### config.mk
export PLATFORM = sky130hd
export DESIGN_NAME = line_follow_pd_steering
export DESIGN_NICKNAME = d
export VERILOG_FILES = /design/src/design/lfpd_pkg.sv /design/src/design/lfpd_lane.sv /design/src/design/lfpd_merge.sv /design/src/design/line_follow_pd_steering.sv
export VERILOG_INCLUDE_DIRS = /design/src /design/src/design
export SDC_FILE = /design/constraint.sdc
export NUM_CORES = 1
export LEC_CHECK = 0
export ABC_AREA = 1
export BUFFER_PORTS_ARGS = -buffer_cell sky130_fd_sc_hd__buf_2
export CAP_MARGIN = 10
export CORE_ASPECT_RATIO = 1.4
export CORE_MARGIN = 3
export CORE_UTILIZATION = 63
export DETAILED_ROUTE_END_ITERATION = 8
export PLACE_DENSITY = 0.81
export SETUP_SLACK_MARGIN = 0.02
export SYNTH_ARGS = -nofsm -noshare
export SYNTH_HDL_FRONTEND = slang
export SYNTH_SLANG_ARGS = --single-unit
### constraint.sdc
create_clock -name i_clk -period 7.58 [get_ports i_clk]
set_input_delay 0.379 -clock i_clk [delete_from_list [all_inputs] [get_ports i_clk]]
set_output_delay 0.379 -clock i_clk [all_outputs]
set_load 0.03 [all_outputs]
### src/design/line_follow_pd_steering_macros.svh
// Assertion macros for the line follower steering block
`ifndef LINE_FOLLOW_PD_STEERING_MACROS_SVH
`define LINE_FOLLOW_PD_STEERING_MACROS_SVH

// Same-cycle implication, sampled on the block clock, off during reset
`define LFPD_ASSERT_NOW(label, ante, cons, msg) \
    label: assert property (@(posedge i_clk) disable iff (!i_rst_n) (ante) |-> (cons)) \
        else $error(msg);

// Next-cycle implication
`define LFPD_ASSERT_NEXT(label, ante, cons, msg) \
    label: assert property (@(posedge i_clk) disable iff (!i_rst_n) (ante) |=> (cons)) \
        else $error(msg);

`endif

### src/design/lfpd_pkg.sv
package lfpd_pkg;

    localparam int MAX_CHANNELS = 8;
    localparam int SAMPLE_W     = 8;
    localparam int CFG_W        = 6;
    localparam int ERR_W        = 5;
    localparam int DUTY_W       = 7;
    localparam int SUM_W        = 14;

    // Request types
    localparam logic [1:0] REQ_CLEAR = 2'd0;
    localparam logic [1:0] REQ_CAL   = 2'd1;
    localparam logic [1:0] REQ_RUN   = 2'd2;

    // Configuration register indexes
    localparam logic [1:0] CFG_PROP_GAIN   = 2'd0;
    localparam logic [1:0] CFG_DERIV_GAIN  = 2'd1;
    localparam logic [1:0] CFG_DUTY_OFFSET = 2'd2;
    localparam logic [1:0] CFG_LEFT_BIAS   = 2'd3;

    typedef struct packed {
        logic clear;
        logic calib;
    } t_lane_ctl;

    typedef struct packed {
        logic        [CFG_W-1:0] prop;
        logic        [CFG_W-1:0] deriv;
        logic signed [CFG_W-1:0] offset;
        logic        [CFG_W-1:0] bias;
    } t_gains;

    typedef struct packed {
        logic                    known;
        logic signed [ERR_W-1:0] err;
    } t_lookup;

    // Sensor pattern to line position error
    function automatic t_lookup err_lookup(input logic [MAX_CHANNELS-1:0] pat);
        t_lookup r;
        r.known = 1'b1;
        case (pat)
            8'h01:   r.err = 5'sd15;
            8'h03:   r.err = 5'sd10;
            8'h02:   r.err = 5'sd5;
            8'h06:   r.err = 5'sd4;
            8'h04:   r.err = 5'sd3;
            8'h0C:   r.err = 5'sd2;
            8'h08:   r.err = 5'sd1;
            8'h10:   r.err = -5'sd1;
            8'h30:   r.err = -5'sd2;
            8'h20:   r.err = -5'sd3;
            8'h60:   r.err = -5'sd4;
            8'h40:   r.err = -5'sd5;
            8'hC0:   r.err = -5'sd10;
            8'h80:   r.err = -5'sd15;
            default: begin
                r.known = 1'b0;
                r.err   = '0;
            end
        endcase
        return r;
    endfunction

endpackage

### src/design/lfpd_lane.sv
module lfpd_lane
    import lfpd_pkg::*;
(
    input  logic                i_clk,
    input  logic                i_rst_n,
    input  t_lane_ctl           i_ctl,
    input  logic [SAMPLE_W-1:0] i_sample,
    output logic                o_below
);

    logic [SAMPLE_W-1:0] r_low, r_high, r_thr;
    logic [SAMPLE_W-1:0] n_low, n_high;
    logic [SAMPLE_W:0]   w_mid_sum;

    assign n_low     = (i_sample < r_low)  ? i_sample : r_low;
    assign n_high    = (i_sample > r_high) ? i_sample : r_high;
    assign w_mid_sum = {1'b0, n_high} + {1'b0, n_low};
    assign o_below   = i_sample < r_thr;

    always_ff @(posedge i_clk) begin
        if (!i_rst_n) begin
            r_low  <= '1;
            r_high <= '0;
            r_thr  <= '0;
        end else if (i_ctl.clear) begin
            // thresholds survive a clear
            r_low  <= '1;
            r_high <= '0;
        end else if (i_ctl.calib) begin
            r_low  <= n_low;
            r_high <= n_high;
            r_thr  <= w_mid_sum[SAMPLE_W:1];
        end
    end

endmodule

### src/design/lfpd_merge.sv
module lfpd_merge
    import lfpd_pkg::*;
#(
    parameter int DUTY_MAX = 100
) (
    input  logic                    i_clk,
    input  logic                    i_rst_n,
    input  logic                    i_push,
    input  logic [MAX_CHANNELS-1:0] i_pattern,
    input  t_gains                  i_gains,
    input  logic                    i_out_stall,
    output logic                    o_full,
    output logic                    o_valid,
    output logic [DUTY_W-1:0]       o_left_duty,
    output logic [DUTY_W-1:0]       o_right_duty,
    output logic [MAX_CHANNELS-1:0] o_line_pattern,
    output logic signed [ERR_W-1:0] o_line_error,
    output logic                    o_pattern_known
);

    function automatic logic [DUTY_W-1:0] clamp_duty(input logic signed [SUM_W-1:0] v);
        logic [SUM_W-1:0] c;
        if (v < 0) begin
            c = '0;
        end else if (v > $signed(SUM_W'(DUTY_MAX))) begin
            c = SUM_W'(DUTY_MAX);
        end else begin
            c = v;
        end
        return c[DUTY_W-1:0];
    endfunction

    logic en1, en2, en3;

    // Stage 1: pattern from the lanes
    logic                    r_v1;
    logic [MAX_CHANNELS-1:0] r_pat1;

    // Stage 2: error and products
    logic                      r_v2;
    logic [MAX_CHANNELS-1:0]   r_pat2;
    logic signed [ERR_W-1:0]   r_err2;
    logic                      r_known2;
    logic signed [11:0]        r_p2;
    logic signed [12:0]        r_d2;
    logic signed [ERR_W-1:0]   r_prev;

    t_lookup                 w_lk;
    logic signed [ERR_W-1:0] w_err;
    logic signed [ERR_W:0]   w_diff;

    // Stage 3: sums and saturation
    logic signed [SUM_W-1:0] w_pd, w_right, w_left;

    assign en3    = !o_valid || !i_out_stall;
    assign en2    = !r_v2 || en3;
    assign en1    = !r_v1 || en2;
    assign o_full = !en1;

    assign w_lk   = err_lookup(r_pat1);
    assign w_err  = w_lk.known ? w_lk.err : r_prev;
    assign w_diff = (ERR_W+1)'(w_err) - (ERR_W+1)'(r_prev);

    assign w_pd    = SUM_W'(r_p2) + SUM_W'(r_d2);
    assign w_right = w_pd + SUM_W'(i_gains.offset);
    assign w_left  = w_pd - SUM_W'(i_gains.offset) + $signed({{(SUM_W-CFG_W){1'b0}}, i_gains.bias});

    always_ff @(posedge i_clk) begin
        if (!i_rst_n) begin
            r_v1    <= 1'b0;
            r_v2    <= 1'b0;
            o_valid <= 1'b0;
            r_prev  <= '0;
        end else begin
            if (en1) r_v1 <= i_push;
            if (en2) r_v2 <= r_v1;
            if (en3) o_valid <= r_v2;
            // advance the derivative history in item order
            if (en2 && r_v1) r_prev <= w_err;
        end
    end

    always_ff @(posedge i_clk) begin
        if (en1 && i_push) r_pat1 <= i_pattern;
        if (en2 && r_v1) begin
            r_pat2   <= r_pat1;
            r_err2   <= w_err;
            r_known2 <= w_lk.known;
            r_p2     <= $signed({1'b0, i_gains.prop}) * w_err;
            r_d2     <= $signed({1'b0, i_gains.deriv}) * w_diff;
        end
        if (en3 && r_v2) begin
            o_left_duty     <= clamp_duty(w_left);
            o_right_duty    <= clamp_duty(w_right);
            o_line_pattern  <= r_pat2;
            o_line_error    <= r_err2;
            o_pattern_known <= r_known2;
        end
    end

endmodule

### src/design/line_follow_pd_steering.sv
// An accepted run request is registered in r_v1, then r_v2, then o_valid.
// One request per cycle while o_stall is low; clear/calib requests give no result.
// At the accepting edge, clear resets limits; calib updates limits and thresholds.
// Backpressure reaches o_stall only once all three pipeline stages hold work.
// Reset (synchronous, i_rst_n low): limits 255/0, thresholds and error history
// zero, gains back to their defaults, pipeline emptied.
module line_follow_pd_steering
    import lfpd_pkg::*;
#(
    parameter int NUM_CHANNELS = 8,
    parameter int DUTY_MAX     = 100
) (
    input  logic                    i_clk,
    input  logic                    i_rst_n,
    input  logic                    i_valid,
    output logic                    o_stall,
    input  logic [1:0]              i_req_type,
    input  logic [SAMPLE_W-1:0]     i_sample_0,
    input  logic [SAMPLE_W-1:0]     i_sample_1,
    input  logic [SAMPLE_W-1:0]     i_sample_2,
    input  logic [SAMPLE_W-1:0]     i_sample_3,
    input  logic [SAMPLE_W-1:0]     i_sample_4,
    input  logic [SAMPLE_W-1:0]     i_sample_5,
    input  logic [SAMPLE_W-1:0]     i_sample_6,
    input  logic [SAMPLE_W-1:0]     i_sample_7,
    output logic                    o_valid,
    input  logic                    i_stall,
    output logic [DUTY_W-1:0]       o_left_duty,
    output logic [DUTY_W-1:0]       o_right_duty,
    output logic [MAX_CHANNELS-1:0] o_line_pattern,
    output logic signed [ERR_W-1:0] o_line_error,
    output logic                    o_pattern_known,
    input  logic                    i_cfg_valid,
    output logic                    o_cfg_ready,
    input  logic [1:0]              i_cfg_index,
    input  logic [CFG_W-1:0]        i_cfg_data
);

    `include "line_follow_pd_steering_macros.svh"

    logic                    w_accept;
    t_lane_ctl               w_ctl;
    t_gains                  r_gains;
    logic [SAMPLE_W-1:0]     w_samples [MAX_CHANNELS];
    logic [MAX_CHANNELS-1:0] w_pattern;

    assign w_accept    = i_valid && !o_stall;
    assign w_ctl.clear = w_accept && (i_req_type == REQ_CLEAR);
    assign w_ctl.calib = w_accept && (i_req_type == REQ_CAL);
    assign o_cfg_ready = 1'b1;

    assign w_samples[0] = i_sample_0;
    assign w_samples[1] = i_sample_1;
    assign w_samples[2] = i_sample_2;
    assign w_samples[3] = i_sample_3;
    assign w_samples[4] = i_sample_4;
    assign w_samples[5] = i_sample_5;
    assign w_samples[6] = i_sample_6;
    assign w_samples[7] = i_sample_7;

    always_ff @(posedge i_clk) begin
        if (!i_rst_n) begin
            r_gains.prop   <= 6'd4;
            r_gains.deriv  <= 6'd10;
            r_gains.offset <= 6'sd1;
            r_gains.bias   <= 6'd20;
        end else if (i_cfg_valid) begin
            unique case (i_cfg_index)
                CFG_PROP_GAIN:   r_gains.prop   <= i_cfg_data;
                CFG_DERIV_GAIN:  r_gains.deriv  <= i_cfg_data;
                CFG_DUTY_OFFSET: r_gains.offset <= $signed(i_cfg_data);
                CFG_LEFT_BIAS:   r_gains.bias   <= i_cfg_data;
                default:         r_gains        <= r_gains;
            endcase
        end
    end

    for (genvar c = 0; c < MAX_CHANNELS; c++) begin : g_lane
        if (c < NUM_CHANNELS) begin : g_used
            lfpd_lane u_lane (
                .i_clk    (i_clk),
                .i_rst_n  (i_rst_n),
                .i_ctl    (w_ctl),
                .i_sample (w_samples[c]),
                .o_below  (w_pattern[c])
            );
        end else begin : g_unused
            assign w_pattern[c] = 1'b0;
        end
    end

    lfpd_merge #(
        .DUTY_MAX (DUTY_MAX)
    ) u_merge (
        .i_clk           (i_clk),
        .i_rst_n         (i_rst_n),
        .i_push          (w_accept && (i_req_type == REQ_RUN)),
        .i_pattern       (w_pattern),
        .i_gains         (r_gains),
        .i_out_stall     (i_stall),
        .o_full          (o_stall),
        .o_valid         (o_valid),
        .o_left_duty     (o_left_duty),
        .o_right_duty    (o_right_duty),
        .o_line_pattern  (o_line_pattern),
        .o_line_error    (o_line_error),
        .o_pattern_known (o_pattern_known)
    );

    `LFPD_ASSERT_NOW(a_known_err_nonzero, o_valid && o_pattern_known, o_line_error != 5'sd0, "matched pattern gave zero error")
    `LFPD_ASSERT_NOW(a_left_in_range, o_valid, 32'(o_left_duty) <= DUTY_MAX, "left duty above limit")
    `LFPD_ASSERT_NOW(a_stall_only_when_blocked, o_stall, o_valid && i_stall, "input stalled with output free")
    `LFPD_ASSERT_NEXT(a_no_result_on_empty, !o_valid && !o_stall && !i_valid, !o_valid || $past(o_stall) == 1'b0, "result without request")

endmodule
=== Word-level counts from Yosys, hierarchy flattened ===
Cells that the tools add are included.

* Bits in registers: 299
* Input bits: 79
* Output and inout port bits: 31

* Add/sub/neg operators: 13
* Multiply operators: 2
* Order comparisons: 28
* Equality and inequality tests: 19
* Muxes and demuxes: 21
* Bitwise operators: 2
* Reduce and logical (&&, ||, !) cells: 26

{| class="wikitable"
|+ Operator list
! operator !! count
|-
| 8-bit < comparator || 16
|-
| 8-bit two-way mux || 16
|-
| 8-bit by 8-bit adder with 9-bit output || 8
|-
| 5-bit one-hot mux with 14 select lines || 1
|-
| 8-bit > comparator || 8
|-
| 14-bit by 8-bit > comparator with 1-bit output, second input constant || 2
|-
| 14-bit by 1-bit < comparator with 1-bit output, second input constant || 2
|-
| 8-bit by 2-bit == test with 1-bit output, second input constant || 2
|-
| 8-bit by 3-bit == test with 1-bit output, second input constant || 2
|-
| 8-bit by 4-bit == test with 1-bit output, second input constant || 2
|-
| 8-bit by 6-bit == test with 1-bit output, second input constant || 2
|-
| 8-bit by 7-bit == test with 1-bit output, second input constant || 2
|-
| 8-bit == test, second input constant || 2
|-
| 12-bit by 13-bit adder with 14-bit output || 1
|-
| 14-bit by 6-bit adder with 14-bit output || 1
|-
| 14-bit by 7-bit adder with 14-bit output || 1
|-
| 7-bit two-way mux || 2
|-
| 14-bit OR reduction || 1
|-
| 14-bit by 6-bit subtractor with 14-bit output || 1
|-
| 7-bit by 6-bit multiplier with 13-bit output || 1
|-
| 7-bit by 5-bit multiplier with 12-bit output || 1
|-
| 2-bit AND reduction || 5
|-
| 8-bit by 1-bit == test with 1-bit output, second input constant || 1
|-
| 8-bit by 5-bit == test with 1-bit output, second input constant || 1
|-
| 11 further kinds || 30
|}

=== Logic depth before layout (Yosys ltp) ===
Gate-level depths: netlist (run 1).

* Depth in word-level cells: 8
* Mapped depth: 36
* Gate-level depth less buffers: 36

=== Modules after synthesis ===
Synthesis (run 1) repeated with hierarchy kept, for this count alone.

* Cell total of the unflattened synthesis: 3277
* Area total of the unflattened synthesis: 23911.7 um2

{| class="wikitable"
|+ By module, submodules not included
! module !! instances !! cells an instance !! area an instance (um2) !! seq. area each (um2)
|-
| lfpd_lane || 8 || 273 || 1876.8 || 480.5
|-
| lfpd_merge || 1 || 937 || 7787.5 || 2412.3
|-
| line_follow_pd_steering || 1 || 156 || 1109.8 || 480.5
|}

=== Worst setup path before layout (run 1) ===
No wires, ideal clock.

* Path type: reg2reg
* From: reg u_merge.r_pat1[2]
* To: reg u_merge.r_d2[12], data pin
* Library setup time: 0.262 ns
* Data arrival time: 5.897 ns
* Data required time: 7.318 ns
* Path slack: 1.420 ns
* Cell stages (with the launch flop): 34
* Period minus slack after synthesis: 6.160 ns
* Cell sequence: edfxtp_1 -> nor2_1 -> nand2_2 -> inv_2 -> nand2_2 -> nor2_2 -> nor2_2 -> nand2_2 -> inv_2 -> nand4_4 -> inv_4 -> nand2_2 -> nand2_4 -> ha_1 -> nand2_1 -> nor2_1 -> a211oi_1 -> or2_2 -> nand3_1 -> o21ai_0 -> nand2_1 -> fa_1 -> fa_1 -> inv_1 -> fa_1 -> inv_1 -> fa_1 -> fa_1 -> o21ai_0 -> a21o_1 -> a21oi_1 -> o21ai_0 -> a21oi_1 -> xor2_1

{| class="wikitable"
|+ RTL lines
! element !! RTL line !! source
|-
| start, declared || lfpd_merge.sv:37 || <nowiki>logic [MAX_CHANNELS-1:0] r_pat1;</nowiki>
|-
| start signal, assigned || lfpd_merge.sv:84 || <nowiki>if (en1 && i_push) r_pat1 <= i_pattern;</nowiki>
|-
| end signal, assigned || lfpd_merge.sv:90 || <nowiki>r_d2 <= $signed({1'b0, i_gains.deriv}) * w_diff;</nowiki>
|-
| end, declared || lfpd_merge.sv:45 || <nowiki>logic signed [12:0] r_d2;</nowiki>
|}

==> results_dict.tcl, run 1 <==
set metrics [dict create \
    drtAntennaViolNets 0 \
    yosys.area.top_type_share_pct 19.4 \
    ys_seq_area_share_pct 29.1 \
    drt_iter0_drc 1160 \
    path_clk_slew_ns 0.06 \
    fp.dieArea_um2 39100 \
    required_ns 7.91 \
    grt.overflow.total 0 \
    syn_inst 3084 \
    hold_viol 0 \
    clk_latency_ns 0.58 \
    via_per_inst 5.60 \
    utilization_pct 69.6 \
    fmax_mhz 145 \
    dp_hpwl_um 41600 \
    cts_buffer_depth 3 \
    grt_first_pass_wirelength_um 92600 \
    drcViolationCount 0 \
    placed_cell_area_um2 23900 \
    leakagePower_uw 0.0129 \
    postCtsSetupBuffers 0 \
    criticalPathCategory "register to register" \
    grt_max_degree 122 \
    area_delta_synth_final_pct 8.14 \
    arrival_ns 7.24 \
    num_vias 20400 \
    syn-mean-instance-area_um2 7.51 \
    cp_max_fo 8 \
    yosysWarningCount 0 \
    antenna_found_initial 9 \
    ys.flop_type "dfxtp_1" \
    slew_headroom_pct 22.0 \
    clock_skew_ns 0.00857 \
    die_h_um 233 \
    synth_top_cell_by_area "dfxtp_1" \
    rows 82 \
    layout.nets 3614 \
    report.final.setup_viol 0 \
    numClockSinks 299 \
    async_flop_share_pct 0 \
    min_period_ns 6.91 \
    synth_edf_count 75 \
    tns_ns 0 \
    drv_slew 0 \
    outcome "complete, no violations" \
    cpMaxStageDelayCell "fa_1" \
    tightest_slew_ns 1.17 \
    drive_above_1_share_pct 8.57 \
    worstSetupEndpointType "register" \
    synth_cell_types 51 \
    firstDrtPassIters 7 \
    layout_commonest_cell "inv_1" \
    irDropWorstVdd_v 0.000241 \
    grt_pass1_vias 20100 \
    stdcell_area_um2 25000 \
    synth_area_leaders "dfxtp_1 (19%), ha_1 (18%), edfxtp_1 (9.7%), inv_1 (8.6%), nand2_1 (8.4%)" \
    min_path_type "input pin to register" \
    worstSetupStartpointType "register" \
    hold_buffers 0 \
    dieWidth_um 168 \
    cts_tree "done" \
    track_usage_pct 28.0 \
    synthesis.nets 3549 \
    ys_ff_latch 299 \
    gp_congestion 1.00 \
    routed_wl_um 55300 \
    numCtsBuffers 31 \
    coreArea_um2 36000 \
    wl_per_cell_um 15.2 \
    cts-root-buf "clkbuf_16" \
    max_cap_violations 0 \
    slowest_delay_ns 0.54 \
    io-pin-count 110 \
    cts_resized 0 \
    io_buffers 108 \
    rsz0062_at_grt "no" \
    powerDensity_nw_per_um2 199 \
    syn-cell-area_um2 23200 \
    layout_common_cells "inv_1 (527), nand2_1 (518), a21oi_1 (379)" \
    min_period_over_period_pct 91.2 \
    htreeDepth 1 \
    initial_core_util_pct 64.3 \
]
==> Yosys cell counts, drive strengths merged (2+ instances only) <==
cell type / n
xor2: 47
nand2: 543
nand4: 16
buf: 58
nand3b: 5
a21o: 16
a31oi: 5
o211ai: 67
and2: 2
nand3: 118
xnor2: 22
fa: 47
o21a: 14
nor3: 15
a21oi: 384
dfxtp: 224
clkbuf: 24
nor2: 266
inv: 557
a21boi: 8
or2: 9
a211oi: 12
o21ai: 185
edfxtp: 75
a221oi: 9
ha: 339
o21bai: 10
==> worst max-delay path, delay by kind of cell (launching register included) <==
family	cells	cell delay (ns)
flops	1	0.46
compound gates	7	1.30
fa+ha+maj	6	2.93
buf+inv	7	0.46
simple gates	12	1.35
xor+xnor	1	0.15
==> cells by family (layout without fill, tap and decap cells) <==
family / after synthesis / after routing / synth area share [%]
AO/OA/AOI/OAI: 713 / 713 / 17.2
XOR/XNOR: 69 / 69 / 2.67
adder cells (fa/ha/maj): 386 / 386 / 22.4
buffers and inverters: 640 / 729 / 10.8
flip-flops: 299 / 299 / 29.1
multiplexers: 1 / 1 / 0.0486
other: 1 / 6 / 0.0162
AND/OR/NAND/NOR: 975 / 975 / 17.9
==> metrics by stage <==
step / power [uW] / hold WS, ns / std cells / setup WS [ns]
after global routing: 5320 / 0.0933 / 3637 / 0.0864
final: 4990 / 0.0976 / 3640 / 0.669
after global placement: 3280 / 0.402 / 3578 / 0.989
after CTS: 5020 / 0.0693 / 3635 / 0.711
after detailed placement: 3350 / 0.407 / 3578 / 0.748
after floorplan: 2990 / 0.400 / 3084 / 1.42
==> final timing paths <==
kind	slack, ns	startpoint	cells past startpoint	end
worst min register to register	0.42	u_merge.r_pat2[7]$_DFFE_PP_	0	u_merge.o_line_pattern[7]$_DFFE_PP_
worst min-delay path	0.1	i_stall	3	u_merge.o_valid$_SDFFE_PN0P_
worst max-delay path	0.67	u_merge.r_pat1[4]$_DFFE_PP_	33	u_merge.r_d2[12]$_DFFE_PP_
worst max register to register	0.67	u_merge.r_pat1[4]$_DFFE_PP_	33	u_merge.r_d2[12]$_DFFE_PP_
==> power breakdown <==
group	leakage [uW]	switching (uW)	internal [uW]
sequential	0.00252	30.7	1720
clock	0.000532	670	989
combinational	0.00984	1010	580
==> area by class of cell <==
cell class                 instances  area [um2]
multi-input combinational       2145       13900
fill                            2999       11000
sequential                       299        6740
inverter                         558        2100
clock buffer                      35         791
timing repair buffer             114         586
tap                              462         578
clock inverter                    22         304
antenna                            5        12.5
==> state kept, by name (all words and copies together), names as in the netlist, 8 cells and up <==
signal and flops:
g_lane.g_used.u_lane.r_low 64, u_merge.r_pat2 8, u_merge.o_line_pattern 8, u_merge.r_d2 13, r_gains 24, u_merge.r_p2 12
g_lane.g_used.u_lane.r_high 64, u_merge.r_pat1 8, g_lane.g_used.u_lane.r_thr 64
==> per-layer routing <==
layer,GRT usage (%),part of all wire [%],up-vias
met5,0,0.12,-
met4,12.5,5.0,12
met3,4.08,4.7,179
met2,52.4,51,488
met1,31.2,39,9433
li1,-,-,10300
Note: power is estimated with default switching activity, not from simulation.
==> run 2, diff against run 1 <==
--- a/config.mk
+++ b/config.mk
@@ -13,7 +13,7 @@
 export CORE_MARGIN = 3
 export CORE_UTILIZATION = 63
 export DETAILED_ROUTE_END_ITERATION = 8
-export PLACE_DENSITY = 0.81
+export PLACE_DENSITY = 0.78
 export SETUP_SLACK_MARGIN = 0.02
 export SYNTH_ARGS = -nofsm -noshare
 export SYNTH_HDL_FRONTEND = slang
==> results_dict.tcl, run 2 (synthesized netlist as in run 1, its figures left out) <==
set metrics [dict create \
    outcome "complete, no violations" \
    fin_ws_ns 0.752 \
    worstSetupStartpointType "register" \
    reg_top3 "g_lane.g_used.u_lane.r_high (64), g_lane.g_used.u_lane.r_low (64), g_lane.g_used.u_lane.r_thr (64)" \
    required_ns 7.91 \
    hold_viol 0 \
    utilization_pct 69.6 \
    report.final.setup_viol 0 \
    grt.overflow.total 0 \
    dp_hpwl_um 41600 \
    drive_above_1_share_pct 8.57 \
    fillers 3037 \
    seq_area_um2 6740 \
    numClockSinks 299 \
    fp.dieArea_um2 39100 \
    tns_ns 0 \
    htreeDepth 1 \
    layout.nets 3615 \
    rows 82 \
    path_clk_slew_ns 0.07 \
    clock_skew_ns 0.0119 \
    grt_max_degree 95 \
    min_period_ns 6.83 \
    wl_per_cell_um 15.3 \
    crit_top_cell "fa_1" \
    layout_commonest_cell "inv_1" \
    initial_core_util_pct 64.3 \
    num_vias 20300 \
    drcViolationCount 0 \
    firstDrtPassIters 5 \
    cpMaxStageDelayCell "fa_1" \
    arrival_ns 7.16 \
    min_path_type "input pin to register" \
    multi_input_area_um2 13900 \
    area_delta_synth_final_pct 8.14 \
    track_usage_pct 28.2 \
    die_h_um 233 \
    gp_congestion 0.948 \
    cts_buffer_depth 3 \
    drtAntennaViolNets 0 \
    power_uw 4980 \
    drt_iter0_drc 1177 \
    rsz0062_at_grt "no" \
    io_buffers 108 \
    coreArea_um2 36000 \
    tightest_slew_ns 1.11 \
    numCtsBuffers 31 \
    antenna_found_initial 5 \
    grt_first_pass_wirelength_um 93000 \
    dp.cells 3579 \
    clk_latency_ns 0.58 \
    powerDensity_nw_per_um2 199 \
    cts_tree "done" \
    grt_pass1_vias 20100 \
    max_cap_violations 0 \
    layout_common_cells "inv_1 (527), nand2_1 (518), a21oi_1 (379)" \
    dieWidth_um 168 \
    cp_max_fo 8 \
    leakagePower_uw 0.0129 \
    io-pin-count 110 \
    min_period_over_period_pct 90.1 \
    instances_no_fill 3638 \
    postCtsSetupBuffers 0 \
    worstSetupEndpointType "register" \
    cts-root-buf "clkbuf_16" \
    criticalPathCategory "register to register" \
    via_per_inst 5.59 \
    irDropWorstVdd_v 0.000204 \
    hold_buffers 0 \
    fmax_mhz 146 \
    slowest_delay_ns 0.55 \
    cts_resized 0 \
    drv_slew 0 \
    slew_headroom_pct 25.7 \
    place_ws_ns 0.751 \
    routed_wl_um 55500 \
]
## run 2: cell types whose count changed in the layout (fill, tap and decap cells not counted), sizes merged
cell      change
bufinv        -2
clkbuf        +2
diode         -3
clkinv        -1
clkinvlp      +2
buf           +1
inv           -1
## run 2: critical path: cells and delay by family, from the launching register on
kind	cells	cell delay (ns)
simple gates	13	1.39
flops	1	0.46
xor+xnor	1	0.15
buf+inv	6	0.35
fa+ha+maj	6	2.94
compound gates	7	1.27
## run 2: cell type report
cell class              instances  share of cell area, %
inverters                     558                   8.38
flip-flops and latches        299                   26.9
well taps                     462                   2.31
diodes                          2                 0.0200
clock buffers                  37                   3.36
clock inverters                20                  0.984
repair buffers                115                   2.37
multi-input cells            2145                   55.7
## run 2: metal layers
metal	global-route usage, %	part of all wire (%)	vias up
met4	12.3	4.2	6
met3	3.64	4.3	162
met2	53.4	52	449
met1	31.5	40	9466
li1	-	-	10200
met5	0	0.063	-
## run 2: worst paths after layout
kind | startpoint | to | slack [ns] | depth (start not counted)
setup / recovery | u_merge.r_pat1[2]$_DFFE_PP_ | u_merge.r_d2[12]$_DFFE_PP_ | 0.75 | 33
hold / removal | i_cfg_data[0] | r_gains[6]$_SDFFE_PN1P_ | 0.1 | 3
setup reg to reg | u_merge.r_pat1[2]$_DFFE_PP_ | u_merge.r_d2[12]$_DFFE_PP_ | 0.75 | 33
hold reg to reg | u_merge.r_err2[2]$_DFFE_PP_ | u_merge.o_line_error[2]$_DFFE_PP_ | 0.43 | 0
## run 2: through the flow
stage | area (um2) | hold slack, ns
global route | 25000 | 0.118
detailed placement | 24000 | 0.413
global placement | 24000 | 0.406
finish | 25000 | 0.0997
floorplan | 23200 | 0.400
CTS | 25000 | 0.0734
## run 2: report_power, final
group / switching [uW] / internal (uW)
combinational: 1010 / 582
sequential: 32.6 / 1720
clock: 684 / 963
total: 1720 / 3260
